### config.mk
export PLATFORM = sky130hd
export DESIGN_NAME = stereo_peak_meter_minmax_decimator
export DESIGN_NICKNAME = d
export VERILOG_FILES = /design/src/sv/spm_pkg.sv /design/src/sv/spm_lane.sv /design/src/sv/spm_out_buf.sv /design/src/sv/stereo_peak_meter_minmax_decimator.sv
export SDC_FILE = /design/constraint.sdc
export NUM_CORES = 2
export LEC_CHECK = 0
export BUFFER_PORTS_ARGS = -buffer_cell sky130_fd_sc_hd__buf_2
export CAP_MARGIN = 15
export CORE_MARGIN = 2
export CORE_UTILIZATION = 45
export CTS_CLUSTER_DIAMETER = 150
export DETAILED_ROUTE_END_ITERATION = 12
export PLACE_DENSITY = 0.63
export SLEW_MARGIN = 40
export SYNTH_ARGS = -nofsm -noshare
export SYNTH_HDL_FRONTEND = slang
export SYNTH_HIERARCHICAL = 1
export SYNTH_SLANG_ARGS = --single-unit
### constraint.sdc
create_clock -name clk -period 29.7 [get_ports clk]
set_input_delay 2.97 -clock clk [delete_from_list [all_inputs] [get_ports clk]]
set_output_delay 2.97 -clock clk [all_outputs]
set_load 0.01 [all_outputs]
### src/sv/spm_pkg.sv
// ----------------------------------------------------------------------------
// spm_pkg
// Shared types and constants for the stereo peak meter with min/max
// waveform decimation.
// ----------------------------------------------------------------------------
package spm_pkg;

  localparam int SAMPLE_W    = 24;
  localparam int ALPHA_W     = 17;
  localparam int FLOOR_W     = 8;
  localparam int DECIM_W     = 16;
  localparam int COL_SLOT_W  = 9;
  localparam int CFG_INDEX_W = 2;
  localparam int CFG_DATA_W  = 17;

  localparam int RING_DEPTH_DEFAULT = 512;

  localparam logic [ALPHA_W-1:0] ALPHA_ONE   = 17'd65536;
  localparam logic [ALPHA_W-1:0] ALPHA_RESET = 17'd19661;
  localparam logic [FLOOR_W-1:0] FLOOR_RESET = 8'd1;
  localparam logic [DECIM_W-1:0] DECIM_RESET = 16'd256;

  typedef enum logic [CFG_INDEX_W-1:0] {
    CFG_ALPHA = 2'd0,
    CFG_FLOOR = 2'd1,
    CFG_DECIM = 2'd2
  } cfg_reg_t;

  typedef struct packed {
    logic signed [SAMPLE_W-1:0] left_sample;
    logic signed [SAMPLE_W-1:0] right_sample;
    logic                       active;
    logic                       last_in_block;
  } in_item_t;

  typedef struct packed {
    logic                       column_valid;
    logic signed [SAMPLE_W-1:0] column_min_left;
    logic signed [SAMPLE_W-1:0] column_max_left;
    logic signed [SAMPLE_W-1:0] column_min_right;
    logic signed [SAMPLE_W-1:0] column_max_right;
    logic [COL_SLOT_W-1:0]      column_slot;
    logic                       level_valid;
    logic [SAMPLE_W-1:0]        level_left;
    logic [SAMPLE_W-1:0]        level_right;
  } out_item_t;

  // What one channel lane reports for the current transaction
  typedef struct packed {
    logic signed [SAMPLE_W-1:0] col_min;
    logic signed [SAMPLE_W-1:0] col_max;
    logic [SAMPLE_W-1:0]        level;
  } lane_res_t;

endpackage

### src/sv/spm_lane.sv
// ----------------------------------------------------------------------------
// spm_lane
// One channel: block peak, running min/max and smoothed level.
// ----------------------------------------------------------------------------
module spm_lane (
  input  logic                                 clk,
  input  logic                                 rst,
  input  logic                                 en,
  input  logic                                 act,
  input  logic                                 last,
  input  logic                                 column,
  input  logic signed [spm_pkg::SAMPLE_W-1:0]  sample,
  input  logic [spm_pkg::ALPHA_W-1:0]          alpha,
  input  logic [spm_pkg::FLOOR_W-1:0]          floor_lsb,
  output spm_pkg::lane_res_t                   res
);

  localparam int W   = spm_pkg::SAMPLE_W;
  localparam int DW  = W + 1;
  localparam int PW  = spm_pkg::ALPHA_W + 1 + DW;
  localparam int FRAC = 16;

  logic [W-1:0]        peak, peak_next, mag, peak_upd;
  logic signed [W-1:0] run_min, run_max, min_upd, max_upd;
  logic [W-1:0]        level, level_next, smooth_r;
  logic signed [DW-1:0] diff;
  logic signed [PW-1:0] prod, sum;

  always_comb begin
    mag      = sample[W-1] ? (~sample + 1'b1) : sample;
    peak_upd = (mag > peak) ? mag : peak;
    min_upd  = (sample < run_min) ? sample : run_min;
    max_upd  = (sample > run_max) ? sample : run_max;

    // level + alpha*(peak - level), with the level scaled up by 2^16 and rounded half up
    diff = $signed({1'b0, peak_upd}) - $signed({1'b0, level});
    prod = $signed({1'b0, alpha}) * diff;
    sum  = $signed({{(PW-W-FRAC){1'b0}}, level, {FRAC{1'b0}}}) + prod
         + $signed(PW'(1 << (FRAC-1)));
    smooth_r = sum[W+FRAC-1:FRAC];

    peak_next  = act ? peak_upd : peak;
    level_next = level;
    if (last) begin
      peak_next = '0;
      if (act) begin
        level_next = (smooth_r < {{(W-spm_pkg::FLOOR_W){1'b0}}, floor_lsb}) ? '0 : smooth_r;
      end else begin
        level_next = '0;
      end
    end

    res.col_min = min_upd;
    res.col_max = max_upd;
    res.level   = level_next;
  end

  always_ff @(posedge clk) begin
    if (rst) begin
      peak    <= '0;
      run_min <= '0;
      run_max <= '0;
      level   <= '0;
    end else if (en) begin
      peak  <= peak_next;
      level <= level_next;
      if (act) begin
        // restart the column at the current sample
        run_min <= column ? sample : min_upd;
        run_max <= column ? sample : max_upd;
      end
    end
  end

endmodule

### src/sv/spm_out_buf.sv
// ----------------------------------------------------------------------------
// spm_out_buf
// Merge lane results into one result item; output register plus skid.
// ----------------------------------------------------------------------------
module spm_out_buf (
  input  logic                          clk,
  input  logic                          rst,
  input  logic                          push,
  input  logic                          column,
  input  logic                          last,
  input  logic [spm_pkg::COL_SLOT_W-1:0] slot,
  input  spm_pkg::lane_res_t            left_res,
  input  spm_pkg::lane_res_t            right_res,
  output logic                          full,
  output logic                          out_valid,
  input  logic                          out_stall,
  output spm_pkg::out_item_t            out_data
);

  spm_pkg::out_item_t merged, main_item, skid_item;
  logic main_valid, skid_valid, take;

  always_comb begin
    merged                  = '0;
    merged.column_valid     = column;
    if (column) begin
      merged.column_min_left  = left_res.col_min;
      merged.column_max_left  = left_res.col_max;
      merged.column_min_right = right_res.col_min;
      merged.column_max_right = right_res.col_max;
      merged.column_slot      = slot;
    end
    merged.level_valid      = last;
    merged.level_left       = left_res.level;
    merged.level_right      = right_res.level;
  end

  assign take = main_valid & ~out_stall;

  always_ff @(posedge clk) begin
    if (rst) begin
      main_valid <= 1'b0;
      skid_valid <= 1'b0;
    end else if (take) begin
      if (skid_valid) begin
        skid_valid <= 1'b0;
      end else begin
        main_valid <= push;
      end
    end else if (!main_valid) begin
      main_valid <= push;
    end else if (push) begin
      skid_valid <= 1'b1;
    end
  end

  always_ff @(posedge clk) begin
    if (take && skid_valid) begin
      main_item <= skid_item;
    end else if ((take || !main_valid) && push) begin
      main_item <= merged;
    end
    if (main_valid && !take && push) begin
      skid_item <= merged;
    end
  end

  assign full      = skid_valid;
  assign out_valid = main_valid;
  assign out_data  = main_item;

endmodule

### src/sv/stereo_peak_meter_minmax_decimator.sv
// ----------------------------------------------------------------------------
// stereo_peak_meter_minmax_decimator
// Stereo block peak meter with smoothed levels and min/max waveform columns.
// ----------------------------------------------------------------------------
// One stereo sample is accepted every clock cycle while in_stall is low.
// Left and right run in two identical lanes; each lane updates its peak,
// min/max and smoothed level in the same cycle the sample is taken, with
// one 18x25 multiply for the smoothing step. Results (a column, a level
// update, or both) land in an output register with a one-entry skid behind
// it, so input stalls only once two results are waiting downstream.
// Samples that cause neither a column nor a block end produce no result.
// ----------------------------------------------------------------------------
module stereo_peak_meter_minmax_decimator #(
  parameter int RING_DEPTH = spm_pkg::RING_DEPTH_DEFAULT
) (
  input  logic                            clk,
  input  logic                            rst,
  input  logic                            in_valid,
  output logic                            in_stall,
  input  spm_pkg::in_item_t               in_data,
  output logic                            out_valid,
  input  logic                            out_stall,
  output spm_pkg::out_item_t              out_data,
  input  logic                            cfg_write,
  input  logic [spm_pkg::CFG_INDEX_W-1:0] cfg_index,
  input  logic [spm_pkg::CFG_DATA_W-1:0]  cfg_data
);

  localparam int SLOT_W = (RING_DEPTH > 1) ? $clog2(RING_DEPTH) : 1;
  localparam int DW     = spm_pkg::DECIM_W;

  logic [spm_pkg::ALPHA_W-1:0] smoothing_alpha, alpha_eff;
  logic [spm_pkg::FLOOR_W-1:0] level_floor;
  logic [DW-1:0]               decimation_factor;

  logic [DW-1:0]     decimation_count, decimation_count_next;
  logic [DW:0]       count_inc;
  logic [SLOT_W-1:0] slot_pointer, slot_pointer_next;
  logic [SLOT_W+spm_pkg::COL_SLOT_W-1:0] slot_ext;

  logic accept, act, last, column, push;
  spm_pkg::lane_res_t left_res, right_res;

  // configuration registers
  always_ff @(posedge clk) begin
    if (rst) begin
      smoothing_alpha   <= spm_pkg::ALPHA_RESET;
      level_floor       <= spm_pkg::FLOOR_RESET;
      decimation_factor <= spm_pkg::DECIM_RESET;
    end else if (cfg_write) begin
      unique case (spm_pkg::cfg_reg_t'(cfg_index))
        spm_pkg::CFG_ALPHA: smoothing_alpha   <= cfg_data;
        spm_pkg::CFG_FLOOR: level_floor       <= cfg_data[spm_pkg::FLOOR_W-1:0];
        spm_pkg::CFG_DECIM: decimation_factor <= cfg_data[DW-1:0];
        default: ;
      endcase
    end
  end

  assign alpha_eff = (smoothing_alpha > spm_pkg::ALPHA_ONE) ? spm_pkg::ALPHA_ONE
                                                            : smoothing_alpha;

  assign accept = in_valid & ~in_stall;
  assign act    = in_data.active;
  assign last   = in_data.last_in_block;

  always_comb begin
    count_inc = {1'b0, decimation_count} + 1'b1;
    column    = act & (count_inc >= {1'b0, decimation_factor});
    decimation_count_next = decimation_count;
    slot_pointer_next     = slot_pointer;
    if (act) begin
      decimation_count_next = column ? '0 : count_inc[DW-1:0];
    end
    if (column) begin
      slot_pointer_next = (slot_pointer == SLOT_W'(RING_DEPTH - 1)) ? '0
                                                                     : slot_pointer + 1'b1;
    end
    slot_ext = (SLOT_W + spm_pkg::COL_SLOT_W)'(slot_pointer);
  end

  always_ff @(posedge clk) begin
    if (rst) begin
      decimation_count <= '0;
      slot_pointer     <= '0;
    end else if (accept) begin
      decimation_count <= decimation_count_next;
      slot_pointer     <= slot_pointer_next;
    end
  end

  spm_lane u_lane_left (
    .clk       (clk),
    .rst       (rst),
    .en        (accept),
    .act       (act),
    .last      (last),
    .column    (column),
    .sample    (in_data.left_sample),
    .alpha     (alpha_eff),
    .floor_lsb (level_floor),
    .res       (left_res)
  );

  spm_lane u_lane_right (
    .clk       (clk),
    .rst       (rst),
    .en        (accept),
    .act       (act),
    .last      (last),
    .column    (column),
    .sample    (in_data.right_sample),
    .alpha     (alpha_eff),
    .floor_lsb (level_floor),
    .res       (right_res)
  );

  // a transaction yields a result on a column or a block end
  assign push = accept & (column | last);

  spm_out_buf u_out_buf (
    .clk       (clk),
    .rst       (rst),
    .push      (push),
    .column    (column),
    .last      (last),
    .slot      (slot_ext[spm_pkg::COL_SLOT_W-1:0]),
    .left_res  (left_res),
    .right_res (right_res),
    .full      (in_stall),
    .out_valid (out_valid),
    .out_stall (out_stall),
    .out_data  (out_data)
  );

endmodule

==> flow_summary.toml <==
[route]
routedWlPerCell_microns = 21.10
drcViolationCount = 0
drt-initial-drc-count = 3732
dr_total_vias = 47777
final_antenna_net_count = 0
wirelength_mm = 184.9
viasPerCell = 5.451
dr.pass1.iters = 6

[logic_synthesis]
syn_avg_cell_area_sq_um = 9.530
synth_top_area_share_pct = 26.10
ys.flop_type = "edfxtp_1"
synth_cell_types = 119
synth_area_leaders = "fa_1, edfxtp_1, ha_1, dfxtp_1, inv_1"
syn_nets = 8090
synth-seq-cells = 570
yosysSeqAreaShare_pct = 22.58
synthArstFlopShare_pct = 0
synth_area_leader_cell = "fa_1"
syn_area_sq_um = 64280
syn_inst = 6745
synth_edf_count = 310
yosysWarnings = 6

[die]
core-area_sq_um = 141600
io_pins = 231
rows = 138
fp.dieH_microns = 382.0
initial_core_util_pct = 45.40
dieArea_sq_um = 145900
die_x_microns = 382.0

[cts]
htree_levels = 3
numCtsBuffers = 71
root_buffer = "clkbuf_16"
post_cts_buffers = 0
cts_tree = "built"
clkLatencyLatePin_ps = 680
cts.sinks = 570
clockBufferDepth = 3
clkTransAtPathRegs_ps = 60
post_cts_resized = 0
cts_hold_buf = 0

[timing]
slew_headroom_pct = 36.28
setup_tns_ps = 0
finalCritPeriodShare_pct = 60.08
maxSlewViolCount = 0
fin_crit_ps = 17840
setup_viol = 0
fin_skew_ps = 34.02
fmax_ghz = 0.05604
worstMarginPinSlew_ps = 955.8
hold_violations = 0
rsz0062_at_grt = "no"

[placement]
dp_hpwl_mm = 139.7
gp_congestion = 0.9697
port_buffers = 230

[worst_setup_path]
startpoint_type = "primary input"
path_class = "primary input to register"
worstPathRequired_ps = 30100
startpoint = "in_data[29]"
critPathMaxStageDelay_ps = 720
worstReg2RegStart = "u_lane_left/peak[1]"
critPathArrivalTime_ps = 18240
crit_path_top_delay_cell = "or4_1"
cp_max_fo = 28
cp-end-kind = "register"

[finish]
fin_nets = 8161
area.growth.synth_to_final_pct = 8.917
layout-drive-gt1-share_pct = 11.07
fill_cells = 13253

[job]
maxCapViolations = 0

[global_route]
grt_pass1_vias = 49641
grt_pass1_wl_mm = 289.3
track_usage_pct = 25.55
antenna_found_initial = 9
grt_max_degree = 135
gr-total-overflow = 0

[hold_path]
min-delay-start = "u_lane_right/peak[20]"
hold_path_class = "register to register"

[status]
status = "complete, no violations"
-- logic make-up after synthesis --
family	share of synthesized area, %
XOR/XNOR	2.437
AO/OA/AOI/OAI	9.004
adder cells (fa/ha/maj)	34.53
buffers and inverters	9.952
flip-flops	22.58
multiplexers	6.160
AND/OR/NAND/NOR	15.34
-- synth_stat cells, drive strengths merged (12+ instances only) --
cell     instances
xnor2          106
buf             55
o2111ai         26
or3             17
a311oi          15
nand3          100
nand2b          56
o21a            27
dfxtp          260
nor2b           59
o22ai           17
nor3            67
mux2i          111
nand2          702
and3            23
xor2            66
o311ai          26
a21o            83
o31ai           14
o211ai          12
ha             433
a21oi          218
nand4           45
a31oi           42
o21bai          13
clkbuf         272
and2           587
o21ai          237
nor4            18
nor2           177
fa             838
a32o            41
inv           1287
a22o            24
nand3b          21
edfxtp         310
mux2           203
-- critical path: cells and delay by family --
kind                     cells  cell delay [ps]
AO/OA/AOI/OAI               17             4530
adder cells (fa/ha/maj)     10             4410
AND/OR/NAND/NOR             17             4080
buffers and inverters        8             1180
XOR/XNOR                     3              710
multiplexers                 1              270
-- sequential cells by signal (all words and copies together) (netlist names), 24 cells and up --
name	count
u_lane_left/level	24
u_lane_left/peak	24
u_lane_left/run_max	24
u_lane_left/run_min	24
u_lane_right/level	24
u_lane_right/peak	24
u_lane_right/run_max	24
u_lane_right/run_min	24
u_out_buf/out_data	155
u_out_buf/skid_item	155
-- through the flow --
step                worst slack (ps)  area (sq um)  cells  hold WS, ps  util (%)
floorplan                      13580         64280   6745        428.4         -
global placement               11100         67350   8628        438.5     47.57
detailed placement             11430         67520   8632        445.3     47.69
CTS                            12130         69980   8762        452.3     49.43
global route                   11080         70010   8763        467.2     49.45
finish                         11860         70010   8765        451.8     49.45
-- area by class of cell --
type                       instances  area, sq um  area share (%)
inverter                        1288         4835           6.905
clock buffer                      85         1881           2.686
multi-input combinational       4558        43890           62.69
timing repair buffer             327         1943           2.775
antenna                            2        5.005        0.007148
sequential                       570        14520           20.73
clock inverter                    45        579.3          0.8274
tap                             1890         2365           3.378
-- cell usage in the layout, fill, tap and decap left out, types with 42 or more instances in the layout --
| cell | count |
|---|---|
| mux2i_1 | 111 |
| nor2_1 | 172 |
| nand3_1 | 99 |
| edfxtp_1 | 310 |
| clkbuf_16 | 72 |
| fa_1 | 836 |
| dfxtp_1 | 259 |
| buf_2 | 229 |
| nand2_1 | 700 |
| ha_1 | 433 |
| inv_1 | 1286 |
| mux2_2 | 52 |
| nor3_1 | 63 |
| xnor2_1 | 98 |
| a21oi_1 | 205 |
| xor2_1 | 55 |
| and2_1 | 586 |
| buf_4 | 86 |
| nand4_1 | 45 |
| o21ai_0 | 208 |
| nand2b_1 | 56 |
| nor2b_1 | 42 |
| mux2_4 | 150 |
| a21o_1 | 81 |
-- worst paths after layout --
check,endpoint,slack [ps],cells after the start
max,u_out_buf/out_data[27],11860,56
min,u_lane_right/peak[20],450,2
max reg2reg,u_out_buf/out_data[27],15910,52
min reg2reg,u_lane_right/peak[20],450,2
-- metal layers --
| metal | part of all wire (%) | GRT usage, % |
|---|---|---|
| met5 | 0.034 | 0 |
| met4 | 2.9 | 7.480 |
| met3 | 7.0 | 4.699 |
| met2 | 47 | 41.74 |
| met1 | 43 | 34.56 |
Power is left out: the tool's default activity adds up to more than one toggle a clock period on the data nets, which glitch-free logic cannot reach.
